`src/design/compact_index_varint_codec_defines.svh`:
```
// Assertion macros shared by the compact index varint codec RTL.
// Each macro expects i_clk and i_rst_n to exist in the module that uses it.
`ifndef COMPACT_INDEX_VARINT_CODEC_DEFINES_SVH
`define COMPACT_INDEX_VARINT_CODEC_DEFINES_SVH

// Same-cycle implication, checked outside reset.
`define CIVC_ASSERT_IMP(lbl, ante, cons, msg) \
    lbl: assert property (@(posedge i_clk) disable iff (!i_rst_n) (ante) |-> (cons)) \
        else $error(msg);

// Next-cycle implication, checked outside reset.
`define CIVC_ASSERT_NXT(lbl, ante, cons, msg) \
    lbl: assert property (@(posedge i_clk) disable iff (!i_rst_n) (ante) |=> (cons)) \
        else $error(msg);

`endif

```
`src/design/civc_pkg.sv`:
```
// Package of the compact index varint codec: codes, sizes and the result
// structs passed between the encoder, the decoder and the top level.
package civc_pkg;

    localparam int unsigned ENC_MAX_BYTES = 5;
    localparam int unsigned CNT_W         = 3;
    localparam int unsigned POS_W         = 3;

    typedef enum logic {
        OP_ENCODE = 1'b0,
        OP_DECODE = 1'b1
    } t_op;

    typedef enum logic {
        KIND_BYTE  = 1'b0,
        KIND_VALUE = 1'b1
    } t_kind;

    // Decoder byte positions within one code.
    localparam logic [POS_W-1:0] POS_FIRST  = 3'd0;
    localparam logic [POS_W-1:0] POS_SECOND = 3'd1;
    localparam logic [POS_W-1:0] POS_THIRD  = 3'd2;
    localparam logic [POS_W-1:0] POS_FOURTH = 3'd3;

    typedef struct packed {
        logic [CNT_W-1:0]                 count;
        logic [ENC_MAX_BYTES-1:0][7:0]    bytes;
    } t_enc_res;

    typedef struct packed {
        logic        done;
        logic [31:0] value;
    } t_dec_res;

endpackage

```
`src/design/compact_index_varint_codec.sv`:
```
// Channel   Dir  tdata (low bit first)             tuser     tlast
// s_axis    in   value_in[31:0], byte_in[39:32]    op        -
// m_axis    out  byte_out[7:0], value_out[39:8]    kind      last
//
// An item is registered on input, then converted in one pass into the result
// register. An encode of n bytes holds the result register for n words, one
// word per cycle while m_axis_tready is high, shifted by the single output
// byte shifter. The next item is converted as the final word is accepted.
// Reset is synchronous, active low, and clears the decode state.
// Stalls on m_axis back up through s_axis_tready without losing words.
// Top level of the compact index varint codec; uses civc_pkg, civc_encoder,
// civc_decoder and compact_index_varint_codec_defines.svh.
`include "compact_index_varint_codec_defines.svh"

module compact_index_varint_codec import civc_pkg::*; (
    input  logic        i_clk,
    input  logic        i_rst_n,
    input  logic        s_axis_tvalid,
    output logic        s_axis_tready,
    input  logic [39:0] s_axis_tdata,   // value_in[31:0], byte_in[39:32]
    input  logic        s_axis_tuser,   // op
    output logic        m_axis_tvalid,
    input  logic        m_axis_tready,
    output logic [39:0] m_axis_tdata,   // byte_out[7:0], value_out[39:8]
    output logic        m_axis_tuser,   // kind
    output logic        m_axis_tlast    // last
);

    logic                          r_in_valid;
    t_op                           r_in_op;
    logic signed [31:0]            r_in_value;
    logic [7:0]                    r_in_byte;

    logic [CNT_W-1:0]              r_cnt, n_cnt;
    logic [ENC_MAX_BYTES-1:0][7:0] r_bytes;
    t_kind                         r_kind;
    logic [31:0]                   r_value;

    t_enc_res enc_res;
    t_dec_res dec_res;
    logic     out_take;
    logic     out_free;
    logic     adv;

    assign out_take = (r_cnt != '0) && m_axis_tready;
    assign out_free = (r_cnt == '0) || ((r_cnt == CNT_W'(1)) && m_axis_tready);
    assign adv      = r_in_valid && out_free;
    assign s_axis_tready = !r_in_valid || adv;

    civc_encoder u_enc (
        .i_value (r_in_value),
        .o_res   (enc_res)
    );

    civc_decoder u_dec (
        .i_clk   (i_clk),
        .i_rst_n (i_rst_n),
        .i_load  (adv && (r_in_op == OP_DECODE)),
        .i_byte  (r_in_byte),
        .o_res   (dec_res)
    );

    always_comb begin
        n_cnt = r_cnt;
        if (adv) begin
            if (r_in_op == OP_ENCODE) begin
                n_cnt = enc_res.count;
            end else begin
                n_cnt = dec_res.done ? CNT_W'(1) : CNT_W'(0);
            end
        end else if (out_take) begin
            n_cnt = r_cnt - CNT_W'(1);
        end
    end

    always_ff @(posedge i_clk) begin
        if (!i_rst_n) begin
            r_in_valid <= 1'b0;
            r_cnt      <= '0;
        end else begin
            if (s_axis_tready) begin
                r_in_valid <= s_axis_tvalid;
            end
            r_cnt <= n_cnt;
        end
    end

    always_ff @(posedge i_clk) begin
        if (s_axis_tvalid && s_axis_tready) begin
            r_in_op    <= t_op'(s_axis_tuser);
            r_in_value <= $signed(s_axis_tdata[31:0]);
            r_in_byte  <= s_axis_tdata[39:32];
        end
        if (adv) begin
            if (r_in_op == OP_ENCODE) begin
                r_bytes <= enc_res.bytes;
                r_kind  <= KIND_BYTE;
                r_value <= '0;
            end else begin
                r_bytes <= '0;
                r_kind  <= KIND_VALUE;
                r_value <= dec_res.value;
            end
        end else if (out_take) begin
            r_bytes <= {8'h00, r_bytes[ENC_MAX_BYTES-1:1]};
        end
    end

    assign m_axis_tvalid = (r_cnt != '0);
    assign m_axis_tdata  = {r_value, r_bytes[0]};
    assign m_axis_tuser  = r_kind;
    assign m_axis_tlast  = (r_cnt == CNT_W'(1));

    `CIVC_ASSERT_IMP(a_cnt_range, 1'b1, r_cnt <= CNT_W'(ENC_MAX_BYTES), "word count out of range")
    `CIVC_ASSERT_IMP(a_value_single, m_axis_tvalid && (m_axis_tuser == KIND_VALUE), m_axis_tlast, "decoded value not marked last")
    `CIVC_ASSERT_NXT(a_enc_emits, adv && (r_in_op == OP_ENCODE), r_cnt != '0, "encode produced no byte")
    `CIVC_ASSERT_NXT(a_drain_step, out_take && (r_cnt > CNT_W'(1)), r_cnt == ($past(r_cnt) - CNT_W'(1)), "burst count did not step down")

endmodule

```
`src/design/civc_encoder.sv`:
```
// Combinational encoder: splits the magnitude of a signed 32-bit value into
// one to five code bytes. Depends on civc_pkg.
module civc_encoder import civc_pkg::*; (
    input  logic signed [31:0] i_value,
    output t_enc_res           o_res
);

    logic        neg;
    logic [31:0] mag;
    logic [CNT_W-1:0] cnt;

    always_comb begin
        neg = i_value[31];
        // The most negative value wraps to a magnitude of 2^31.
        mag = neg ? (32'd0 - $unsigned(i_value)) : $unsigned(i_value);

        if (mag[31:6] == '0) begin
            cnt = CNT_W'(1);
        end else if (mag[31:13] == '0) begin
            cnt = CNT_W'(2);
        end else if (mag[31:20] == '0) begin
            cnt = CNT_W'(3);
        end else if (mag[31:27] == '0) begin
            cnt = CNT_W'(4);
        end else begin
            cnt = CNT_W'(5);
        end

        o_res.count    = cnt;
        o_res.bytes[0] = {neg, (cnt > CNT_W'(1)), mag[5:0]};
        o_res.bytes[1] = {(cnt > CNT_W'(2)), mag[12:6]};
        o_res.bytes[2] = {(cnt > CNT_W'(3)), mag[19:13]};
        o_res.bytes[3] = {(cnt > CNT_W'(4)), mag[26:20]};
        o_res.bytes[4] = {3'b000, mag[31:27]};
    end

endmodule

```
`src/design/civc_decoder.sv`:
```
// Decoder state (position, accumulator, sign) and the per-byte merge logic.
// Depends on civc_pkg.
module civc_decoder import civc_pkg::*; (
    input  logic       i_clk,
    input  logic       i_rst_n,
    input  logic       i_load,
    input  logic [7:0] i_byte,
    output t_dec_res   o_res
);

    logic [POS_W-1:0] r_pos, n_pos;
    logic [31:0]      r_acc, n_acc;
    logic             r_neg, n_neg;
    logic             done;

    always_comb begin
        n_neg = r_neg;
        case (r_pos)
            POS_FIRST: begin
                n_neg = i_byte[7];
                n_acc = {26'd0, i_byte[5:0]};
                done  = !i_byte[6];
            end
            POS_SECOND: begin
                n_acc = r_acc | {19'd0, i_byte[6:0], 6'd0};
                done  = !i_byte[7];
            end
            POS_THIRD: begin
                n_acc = r_acc | {12'd0, i_byte[6:0], 13'd0};
                done  = !i_byte[7];
            end
            POS_FOURTH: begin
                n_acc = r_acc | {5'd0, i_byte[6:0], 20'd0};
                done  = !i_byte[7];
            end
            default: begin
                // Bit 5 of the last byte would land in bit 32 and is dropped.
                n_acc = r_acc | {i_byte[4:0], 27'd0};
                done  = 1'b1;
            end
        endcase
        n_pos = done ? POS_FIRST : (r_pos + POS_W'(1));

        o_res.done  = done;
        o_res.value = n_neg ? (32'd0 - n_acc) : n_acc;
    end

    always_ff @(posedge i_clk) begin
        if (!i_rst_n) begin
            r_pos <= POS_FIRST;
            r_acc <= '0;
            r_neg <= 1'b0;
        end else if (i_load) begin
            r_pos <= n_pos;
            r_acc <= n_acc;
            r_neg <= n_neg;
        end
    end

endmodule

```
`config.mk`:
```
export PLATFORM = sky130hd
export DESIGN_NAME = compact_index_varint_codec
export DESIGN_NICKNAME = d
export VERILOG_FILES = /design/src/design/civc_pkg.sv /design/src/design/compact_index_varint_codec.sv /design/src/design/civc_encoder.sv /design/src/design/civc_decoder.sv
export VERILOG_INCLUDE_DIRS = /design/src /design/src/design
export SDC_FILE = /design/constraint.sdc
export NUM_CORES = 1
export LEC_CHECK = 0
export BUFFER_PORTS_ARGS = -buffer_cell sky130_fd_sc_hd__buf_2
export CAP_MARGIN = 5
export CORE_MARGIN = 2
export CORE_UTILIZATION = 55
export DETAILED_ROUTE_END_ITERATION = 10
export PLACE_DENSITY = 0.75
export SETUP_SLACK_MARGIN = 0.4
export SLEW_MARGIN = 40
export SYNTH_ARGS = -nofsm -noshare
export SYNTH_HDL_FRONTEND = slang
export SYNTH_SLANG_ARGS = --single-unit
```
`constraint.sdc`:
```
create_clock -name i_clk -period 8.2 [get_ports i_clk]
set_input_delay 1.23 -clock i_clk [delete_from_list [all_inputs] [get_ports i_clk]]
set_output_delay 1.23 -clock i_clk [all_outputs]
set_load 0.02 [all_outputs]
```
==> results.sh, run 1 <==
export IMPL_status="finished clean"
export IMPL_synth_top_area_cell="edfxtp_1"
export IMPL_grtUsageTotal_pct=24.53
export IMPL_antenna_cells=0
export IMPL_slew_headroom_pct=50.85
export IMPL_synth_edf_count=111
export IMPL_hold_violations=0
export IMPL_core_area_sq_mm=0.01459
export IMPL_preCtsSetupSlack_ns=4.396
export IMPL_power_density_mw_per_mm2=302.6
export IMPL_final_setup_tns_ns=0
export IMPL_synthToLayoutAreaGrowth_pct=14.03
export IMPL_final_util_pct=64.28
export IMPL_seqCellArea_sq_mm=0.004134
export IMPL_nNetsFinal=923
export IMPL_synth_seq_cells=151
export IMPL_syn_cell_area_sq_mm=0.008224
export IMPL_cts_setup_buffers=0
export IMPL_dp_hpwl_um=13480
export IMPL_final_antenna_net_count=0
export IMPL_drtIter0Drc=746
export IMPL_drt_pass1_iter_count=5
export IMPL_avgSynthCellArea_sq_um=10.14
export IMPL_die_h_um=126.3
export IMPL_yosysMostFrequentCell="edfxtp_1"
export IMPL_finalSetupViolCount=0
export IMPL_path_delay_family="simple AND/OR/NAND/NOR gates"
export IMPL_cts_root_buf="clkbuf_16"
export IMPL_vias=6581
export IMPL_die_x_um=126.3
export IMPL_viasPerCell=6.179
export IMPL_std_cell_rows=44
export IMPL_path_class="flop to flop"
export IMPL_crit_top_cell="nor2_1"
export IMPL_yosysSeqAreaShare_pct=50.27
export IMPL_post_route_min_period_ns=3.782
export IMPL_cts_buffer_depth=2
export IMPL_max_freq_mhz=264.4
export IMPL_ys_async_sr_fraction_pct=0
export IMPL_hold_buffers=0
export IMPL_cts_made_buffers=17
export IMPL_n_fill_cell=1104
export IMPL_ys_top_cells_by_area="edfxtp_1, dfxtp_1, nand2_1, xor2_1, nor2_1"
export IMPL_dieArea_sq_mm=0.01595
export IMPL_syn_inst=811
export IMPL_worstPathArrival_ns=4.04
export IMPL_drv_slew=0
export IMPL_p_leak_uw=0.003654
export IMPL_portBuffers=88
export IMPL_synth_top_area_share_pct=40.53
export IMPL_initial_utilization_pct=56.37
export IMPL_ctsResizeCount=0
export IMPL_cp_required_ns=8.46
export IMPL_start_kind="flop"
export IMPL_grt_pass1_wl_um=31180
export IMPL_hold_class="flop to flop"
export IMPL_finalCritPeriodShare_pct=46.13
export IMPL_drcViolationCount=0
export IMPL_ys_flop_type="edfxtp_1"
export IMPL_synth_nets=866
export IMPL_skew_ns=0.006225
export IMPL_cts_tree="done"
export IMPL_grt_max_degree=53
export IMPL_drive_above_1_share_pct=17.59
export IMPL_gp_congestion=0.9924
export IMPL_wire_per_inst_um=18.18
export IMPL_drt_wl_total_um=19370
export IMPL_clock_latency_ns=0.43
export IMPL_overflow=0
export IMPL_cts_sinks=151
export IMPL_multi_input_area_sq_mm=0.003775
export IMPL_cp_max_fo=16
export IMPL_synthTopCellsByCount="edfxtp_1, nand2_1, nor2_1"
export IMPL_io_pins=89
export IMPL_htreeDepth=4
export IMPL_ys_types=77
export IMPL_critPathSlowestCell="nor4b_4"
export IMPL_yosys_warnings=0
export IMPL_maxCapViolCount=0
export IMPL_grt_antenna_before_repair=0
export IMPL_worstMarginPinSlew_ns=0.7306
export IMPL_vdd_drop_max_mv=0.2449
export IMPL_cp_num_buf_inv=2
export IMPL_slowest_delay_ns=0.68
export IMPL_clk_pin_slew_ns=0.06
export IMPL_grt_pass1_vias=6150
export IMPL_cp_end_kind="flop"
export IMPL_rsz0062_at_grt="no"
export IMPL_setup_ws_ns=4.418
export IMPL_path_cells="inv_1, ha_1, or4b_4, nor2_1, buf_4, nor2_1, nor4b_4, nand3_1, o31ai_1, mux2i_1"
-- power by group --
| part | internal [uW] | total [uW] | switching, uW |
|---|---|---|---|
| sequential | 1080 | 1190 | 110 |
| combinational | 267 | 773 | 506 |
| clock | 566 | 870 | 304 |
-- tightest hold or removal path, stage by stage, from the launching register on --
cell,delay (ns)
dfxtp_1,0.31
nand2_1,0.05
a21boi_0,0.06
-- flip-flops by register name, summed over array words and instances (netlist names) --
register      count
r_in_value       32
u_dec.r_acc      32
r_in_byte         8
r_in_valid        1
r_in_op           1
r_cnt             3
r_value          32
u_dec.r_neg       1
u_dec.r_pos       3
r_bytes          29
m_axis_tuser      1
m_axis_tdata      8
-- per-stage QoR --
stage / cells / hold slack, ns / total power, uW / cell area, sq um
after global routing: 1065 / 0.4842 / 2981 / 9378
after floorplan: 811 / 0.4244 / 1762 / 8224
after detailed placement: 1033 / 0.4583 / 1970 / 8717
final: 1065 / 0.4686 / 2838 / 9378
after CTS: 1065 / 0.4672 / 2842 / 9375
after global placement: 1032 / 0.4516 / 1926 / 8690
-- layout by cell type (no fill, tap or decap), types with 14 or more instances in the layout --
| cell type | instances |
|---|---|
| nand2_1 | 105 |
| nor3_1 | 16 |
| nand3_1 | 16 |
| clkbuf_16 | 17 |
| edfxtp_1 | 111 |
| nor2_1 | 72 |
| and2_1 | 14 |
| a21oi_1 | 16 |
| buf_2 | 88 |
| o31ai_1 | 16 |
| dfxtp_1 | 40 |
| xor2_1 | 32 |
| o211a_1 | 19 |
| xnor2_1 | 17 |
| o21ai_0 | 54 |
-- final timing paths --
| path | startpoint | end | slack (ns) | depth (start not counted) |
|---|---|---|---|---|
| max | u_dec.r_pos[0] | r_value[28] | 4.42 | 10 |
| min | u_dec.r_acc[21] | u_dec.r_acc[21] | 0.47 | 2 |
| max reg2reg | u_dec.r_pos[0] | r_value[28] | 4.42 | 10 |
| min reg2reg | u_dec.r_acc[21] | u_dec.r_acc[21] | 0.47 | 2 |
-- routing by layer --
layer / GRT usage [%] / vias up / wire length, um
met5: 0 / - / 0
met4: 6.917 / 0 / 285
met1: 35.72 / 3113 / 8671
met2: 37.19 / 313 / 8802
li1: - / 3126 / -
met3: 5.395 / 29 / 1607
-- area by class of cell --
class	count	share of cell area [%]
tap	184	2.455
multi-input combinational	586	40.25
timing repair buffer	96	5.550
clock inverter	15	2.482
sequential	151	44.08
inverter	16	0.6404
clock buffer	17	4.536
-- kinds of logic (layout without fill, tap and decap cells) --
family / Yosys count / in the layout / synth area share (%)
AND/OR/NAND/NOR: 312 / 312 / 19.50
AO/OA/AOI/OAI: 202 / 202 / 17.80
buffers and inverters: 74 / 144 / 4.077
XOR/XNOR: 49 / 49 / 5.218
adder cells (fa/ha/maj): 10 / 10 / 1.521
multiplexers: 13 / 13 / 1.613
flip-flops: 151 / 151 / 50.27
Power figures use the tool's default switching activity.
==> run 2: changes to the inputs <==
--- a/config.mk
+++ b/config.mk
@@ -6,6 +6,7 @@
 export SDC_FILE = /design/constraint.sdc
 export NUM_CORES = 1
 export LEC_CHECK = 0
+export ABC_AREA = 1
 export BUFFER_PORTS_ARGS = -buffer_cell sky130_fd_sc_hd__buf_2
 export CAP_MARGIN = 5
 export CORE_MARGIN = 2
==> constraint.sdc (replaced) <==
create_clock -name i_clk -period 3.6 [get_ports i_clk]
set_input_delay 0.54 -clock i_clk [delete_from_list [all_inputs] [get_ports i_clk]]
set_output_delay 0.54 -clock i_clk [all_outputs]
set_load 0.02 [all_outputs]
==> run 2 against run 1 <==
  * Cell count rose by 24%
  * Combinational power rose to 3.5 times the previous value
  * Core utilization grew 1.3 points
  * Power increased to 2.6 times the previous value
  * Highest routed layer unchanged
  * Non-clock buffer count grew 4
  * Cell area grew 2.4%
  * Global-route usage up 1.4 points
  * Critical path depth increased by 7
  * Sequential share of layout area shrank 1.0 points
  * Hold slack lost 0.19 ns
  * Clock skew is 0.0011 ns higher
==> results.sh, run 2 <==
export IMPL_clock_latency_ns=0.43
export IMPL_yosys_warnings=0
export IMPL_avgSynthCellArea_sq_um=7.961
export IMPL_synth_compound_area_share_pct=12.91
export IMPL_antenna_cells=0
export IMPL_ys_flop_type="edfxtp_1"
export IMPL_muxShareOfSynthArea_pct=0
export IMPL_min_from="s_axis_tdata[0]"
export IMPL_cp_required_ns=3.78
export IMPL_dp_hpwl_um=14550
export IMPL_cts_sinks=151
export IMPL_synthAdderAreaFrac_pct=1.503
export IMPL_die_h_um=127.0
export IMPL_clk_pin_slew_ns=0.06
export IMPL_wl_met3_um=1876
export IMPL_power_density_mw_per_mm2=777.5
export IMPL_r2r_slack_ns=0.60
export IMPL_finalCritPeriodShare_pct=83.45
export IMPL_route_met2_wl_um=8381
export IMPL_preCtsSetupSlack_ns=0.4759
export IMPL_top_layer="met4"
export IMPL_core_area_sq_mm=0.01464
export IMPL_portBuffers=88
export IMPL_crit_reg2reg_launch="u_dec.r_pos[0]"
export IMPL_synth_top_family_by_area="simple AND/OR/NAND/NOR gates"
export IMPL_grt_antenna_before_repair=0
export IMPL_grt_max_degree=42
export IMPL_nNetsFinal=1183
export IMPL_worstHoldEndpoint="r_in_value[0]"
export IMPL_cts_tree="done"
export IMPL_ys_async_sr_fraction_pct=0
export IMPL_wire_per_inst_um=15.40
export IMPL_maxCapViolCount=0
export IMPL_status="finished clean"
export IMPL_final_cell_mix="nand2_1, nor2_1, inv_1, edfxtp_1, buf_2"
export IMPL_cp_end_kind="flop"
export IMPL_met1_length_um=9851
export IMPL_setup_ws_ns=0.5958
export IMPL_skew_ns=0.007338
export IMPL_drt_pass1_iter_count=7
export IMPL_drv_slew=0
export IMPL_cts_made_buffers=17
export IMPL_hold_depth=1
export IMPL_cts_root_buf="clkbuf_16"
export IMPL_final_setup_tns_ns=0
export IMPL_grt_pass1_wl_um=32840
export IMPL_final_common_cell="nand2_1"
export IMPL_ys_top_cells_by_area="edfxtp_1, nand2_1, dfxtp_1, nor2_1, inv_1"
export IMPL_viasPerCell=5.518
export IMPL_initial_utilization_pct=56.86
export IMPL_std_cell_rows=44
export IMPL_start_kind="flop"
export IMPL_slew_headroom_pct=46.40
export IMPL_drive_above_1_share_pct=16.21
export IMPL_vdd_drop_max_mv=0.3732
export IMPL_yosysMostFrequentCell="nand2_1"
export IMPL_hold_buffers=0
export IMPL_p_leak_uw=0.004227
export IMPL_worstMarginPinSlew_ns=0.8031
export IMPL_yosysSeqAreaShare_pct=49.65
export IMPL_worstPathArrival_ns=3.18
export IMPL_grt_pass1_vias=6447
export IMPL_reg2reg_to="r_value[20]"
export IMPL_ys_types=42
export IMPL_p_total_uw=7465
export IMPL_synth_nets=1101
export IMPL_vias=7312
export IMPL_drt_wl_total_um=20400
export IMPL_grtUsageTotal_pct=25.92
export IMPL_finalSetupViolCount=0
export IMPL_reg_largest_list="r_in_value: 32 flops, r_value: 32 flops, u_dec.r_acc: 32 flops"
export IMPL_synth_seq_cells=151
export IMPL_overflow=0
export IMPL_final_antenna_net_count=0
export IMPL_r2r_cells=17
export IMPL_path_class="flop to flop"
export IMPL_cp_max_fo=7
export IMPL_synth_top_area_share_pct=40.03
export IMPL_synthXorXnorAreaFrac_pct=1.157
export IMPL_drcViolationCount=0
export IMPL_post_route_min_period_ns=3.004
export IMPL_synth_edf_count=111
export IMPL_synth_top_area_cell="edfxtp_1"
export IMPL_gp_congestion=0.9270
export IMPL_synthTopCellsByCount="nand2_1, nor2_1, inv_1"
export IMPL_syn_cell_area_sq_mm=0.008327
export IMPL_synthToLayoutAreaGrowth_pct=15.31
export IMPL_drtIter0Drc=869
export IMPL_max_freq_mhz=332.9
export IMPL_dieArea_sq_mm=0.01614
export IMPL_rsz0062_at_grt="yes"
export IMPL_htreeDepth=4
export IMPL_die_x_um=127.0
export IMPL_synth_simple_area_share_pct=26.54
export IMPL_cts_buffer_depth=2
export IMPL_hold_violations=0
export IMPL_io_pins=89
export IMPL_hold_class="input pin to flop"
export IMPL_syn_inst=1046
## run 2: cell types whose count changed in the layout (fill, tap and decap cells not counted), moves of 18 or more
cell	change
a21oi_1	+58
inv_1	+109
nand2_1	+147
nand3_1	+41
nor2_1	+59
o211a_1	-19
o21ai_0	+18
xor2_1	-25
## run 2: through the flow
step                cell area [sq um]  cells  util, %  hold WS, ns
floorplan                        8330   1046        -       0.4291
finish                           9602   1325    65.57       0.2783
global route                     9602   1325    65.57       0.2714
CTS                              9560   1322    65.29       0.2693
global placement                 8891   1290    60.71       0.4410
detailed placement               8891   1290    60.71       0.4491
## run 2: worst max-delay path by stage
stage | slack (ns) | to | depth (start not counted) | from
floorplan | 0.88 | r_value[20] | 18 | u_dec.r_pos[0]
global placement | 0.56 | r_value[20] | 17 | u_dec.r_pos[0]
detailed placement | 0.48 | r_value[20] | 17 | u_dec.r_pos[0]
CTS | 0.43 | r_value[20] | 17 | u_dec.r_pos[0]
global route | 0.36 | r_value[20] | 17 | u_dec.r_pos[0]
finish | 0.60 | r_value[20] | 17 | u_dec.r_pos[0]
## run 2: metal layers
metal | track usage (%) | vias up
met2 | 36.18 | 367
met3 | 5.276 | 31
li1 | - | 3621
met5 | 0 | -
met4 | 7.886 | 0
met1 | 40.61 | 3293
## run 2: where the power goes
| part | total [uW] | internal (uW) | switching, uW |
|---|---|---|---|
| Clock | 2020 | 1320 | 704 |
| Sequential | 2740 | 2550 | 196 |
| Combinational | 2700 | 817 | 1880 |
| Total | 7470 | 4680 | 2780 |
## run 2: logic make-up (layout without fill, tap and decap cells)
kind of cell / count (synthesis) / in the layout
AND/OR/NAND/NOR: 511 / 511
AO/OA/AOI/OAI: 193 / 193
buffers and inverters: 170 / 265
flip-flops: 151 / 151
XOR/XNOR: 11 / 11
adder cells (fa/ha/maj): 10 / 10
## run 2: cell type report
type / count / area, sq um
multi-input combinational: 725 / 3538
timing repair buffer: 100 / 530.5
sequential: 151 / 4134
tap: 184 / 230.2
fill: 1236 / 5042
inverter: 133 / 499.2
clock buffer: 20 / 446.7
clock inverter: 12 / 222.7
## run 2: worst max-delay path: stages (launching register included)
cell and delay [ns]:
dfxtp_1 0.33, ha_1 0.22, ha_1 0.27, inv_2 0.13, nand3_2 0.14, nor2_4 0.19
o22ai_1 0.13, inv_1 0.13, ha_1 0.19, nand2_1 0.07, nor2_2 0.12, nand3_2 0.13
nor2_4 0.19, nand2_1 0.09, nor2_2 0.10, nand2_1 0.09, a21oi_1 0.16, nor2_1 0.06
## run 2: what timing repair did
action / in CTS / in global routing
endpoints found under the setup margin: 0 / 16
hold endpoints to repair: 0 / 0
gates resized for setup: 0 / 3
setup buffers: 0 / 3
==> run 3: changes to the inputs <==
--- a/config.mk
+++ b/config.mk
@@ -6,7 +6,7 @@
 export SDC_FILE = /design/constraint.sdc
 export NUM_CORES = 1
 export LEC_CHECK = 0
-export ABC_AREA = 1
+export ABC_AREA = 0
 export BUFFER_PORTS_ARGS = -buffer_cell sky130_fd_sc_hd__buf_2
 export CAP_MARGIN = 5
 export CORE_MARGIN = 2
==> constraint.sdc (replaced) <==
create_clock -name i_clk -period 2.9 [get_ports i_clk]
set_input_delay 0.435 -clock i_clk [delete_from_list [all_inputs] [get_ports i_clk]]
set_output_delay 0.435 -clock i_clk [all_outputs]
set_load 0.02 [all_outputs]
==> run 3 against run 2 <==
  * The run now ends with negative setup slack left
  * Largest cell class is now multi-input combinational cells
  * Setup slack got worse by 0.70 ns
  * Largest power group unchanged
  * Clock power up 14%
  * Die area fell by 1.2%
==> results.sh, run 3 (same netlist as run 1, synthesis figures left out) <==
export IMPL_status="finished, violations left"
export IMPL_violations="negative setup slack"
export IMPL_cts_sinks=151
export IMPL_hold_violations=0
export IMPL_grtUsageTotal_pct=28.14
export IMPL_grt_pass1_vias=6916
export IMPL_clk_pin_slew_ns=0.06
export IMPL_min_from="s_axis_tdata[31]"
export IMPL_drt_wl_total_um=22580
export IMPL_r2r_slack_ns=-0.10
export IMPL_crit_reg2reg_launch="u_dec.r_pos[0]"
export IMPL_clock_latency_ns=0.43
export IMPL_cts_root_buf="clkbuf_16"
export IMPL_setup_ws_ns=-0.1044
export IMPL_reg2reg_to="r_value[22]"
export IMPL_cp_max_fo=5
export IMPL_drv_slew=0
export IMPL_die_x_um=126.3
export IMPL_postPlaceCellArea_sq_mm=0.009440
export IMPL_finalCritPeriodShare_pct=103.6
export IMPL_power_density_mw_per_mm2=778.9
export IMPL_vias=7282
export IMPL_io_pins=89
export IMPL_hold_class="input pin to flop"
export IMPL_grt_pass1_wl_um=35510
export IMPL_hold_ws_ns=0.1797
export IMPL_p_leak_uw=0.004359
export IMPL_final_common_cell="buf_4"
export IMPL_start_kind="flop"
export IMPL_r2r_cells=13
export IMPL_final_cell_mix="buf_4, edfxtp_1, nand2_1, buf_2, nor2_1"
export IMPL_max_freq_mhz=332.8
export IMPL_p_total_uw=8400
export IMPL_hold_depth=1
export IMPL_portBuffers=88
export IMPL_die_h_um=126.3
export IMPL_worstMarginPinSlew_ns=0.7227
export IMPL_core_area_sq_mm=0.01459
export IMPL_worstPathArrival_ns=3.16
export IMPL_wire_per_inst_um=19.02
export IMPL_cp_end_kind="flop"
export IMPL_placedCellCount=1117
export IMPL_viasPerCell=6.135
export IMPL_hold_buffers=0
export IMPL_fin_cells=1187
export IMPL_drt_pass1_iter_count=6
export IMPL_nNetsFinal=1045
export IMPL_path_class="flop to flop"
export IMPL_initial_utilization_pct=56.37
export IMPL_htreeDepth=4
export IMPL_std_cell_rows=44
export IMPL_gp_congestion=0.9739
export IMPL_synthToLayoutAreaGrowth_pct=31.13
export IMPL_drcViolationCount=0
export IMPL_drive_above_1_share_pct=34.40
export IMPL_drtIter0Drc=782
export IMPL_grt_antenna_before_repair=0
export IMPL_grt_max_degree=52
export IMPL_cts_made_buffers=17
export IMPL_final_util_pct=73.92
export IMPL_final_antenna_net_count=0
export IMPL_post_route_min_period_ns=3.004
export IMPL_antenna_cells=0
export IMPL_finalSetupViolCount=15
export IMPL_slew_headroom_pct=51.82
export IMPL_dieArea_sq_mm=0.01595
export IMPL_final_area_sq_mm=0.01078
export IMPL_dp_hpwl_um=14970
export IMPL_cts_tree="done"
export IMPL_rsz0062_at_grt="yes"
export IMPL_vdd_drop_max_mv=0.6186
export IMPL_worstHoldEndpoint="r_in_value[31]"
export IMPL_cts_buffer_depth=2
export IMPL_reg_largest_list="r_in_value: 32 flops, r_value: 32 flops, u_dec.r_acc: 32 flops"
export IMPL_overflow=0
export IMPL_cp_required_ns=3.06
export IMPL_maxCapViolCount=0
export IMPL_skew_ns=0.004917
## run 3: report_power, final
part	total, uW	internal, uW	switching, uW
Combinational	2760	1050	1710
Clock	2300	1430	875
Sequential	3330	3060	268
Total	8400	5540	2860
## run 3: worst max-delay path by stage
stage	from	end	slack, ns	cells after the start
after global routing	u_dec.r_pos[1]	r_value[22]	-0.21	13
after global placement	u_dec.r_pos[0]	r_value[24]	-0.01	12
after CTS	u_dec.r_pos[0]	r_value[24]	-0.05	12
final	u_dec.r_pos[0]	r_value[22]	-0.10	13
after floorplan	u_dec.r_pos[1]	r_value[24]	-0.35	15
after detailed placement	u_dec.r_pos[0]	r_value[24]	-0.12	12
## run 3: cell type report
cell class                      instances  area, sq um
Tap cell                              184        230.2
Timing Repair Buffer                  218         1501
Clock inverter                         14        181.4
Inverter                               16        63.81
Clock buffer                           18        429.2
Sequential cell                       151         4141
Fill cell                             956         3805
Multi-Input combinational cell        586         4237
## run 3: through the flow
| step | worst slack [ns] | setup TNS (ns) |
|---|---|---|
| final | -0.1044 | -0.5498 |
| after global routing | -0.2106 | -2.367 |
| after CTS | -0.04625 | -0.2173 |
| after detailed placement | -0.1224 | -1.362 |
| after global placement | -0.009612 | -0.009612 |
| after floorplan | -0.3518 | -2.909 |
## run 3: critical path, stage by stage, from the launching register on
cell,delay [ns]
dfxtp_4,0.37
inv_4,0.05
ha_4,0.16
or4b_4,0.52
nand2b_4,0.19
a22oi_2,0.18
ha_2,0.23
inv_2,0.05
a211o_4,0.31
nor3b_2,0.18
buf_4,0.14
a31oi_1,0.09
xnor2_1,0.21
nor2_1,0.06
## run 3: what timing repair did
| item | in CTS | in global routing |
|---|---|---|
| pin swaps | 35 | 23 |
| hold endpoints to repair | 0 | 0 |
| endpoints found under the setup margin | 35 | 68 |
| gates resized for setup | 55 | 36 |
| setup buffers | 23 | 15 |
## run 3: layer usage
metal / wire length (um) / share of wire, % / vias up / GRT usage, %
met5: 0 / 0 / - / 0
met4: 498 / 2.2 / 0 / 9.179
met3: 1831 / 8.1 / 59 / 5.013
met2: 10660 / 47 / 361 / 45.32
met1: 9590 / 42 / 3493 / 38.92
li1: - / - / 3369 / -
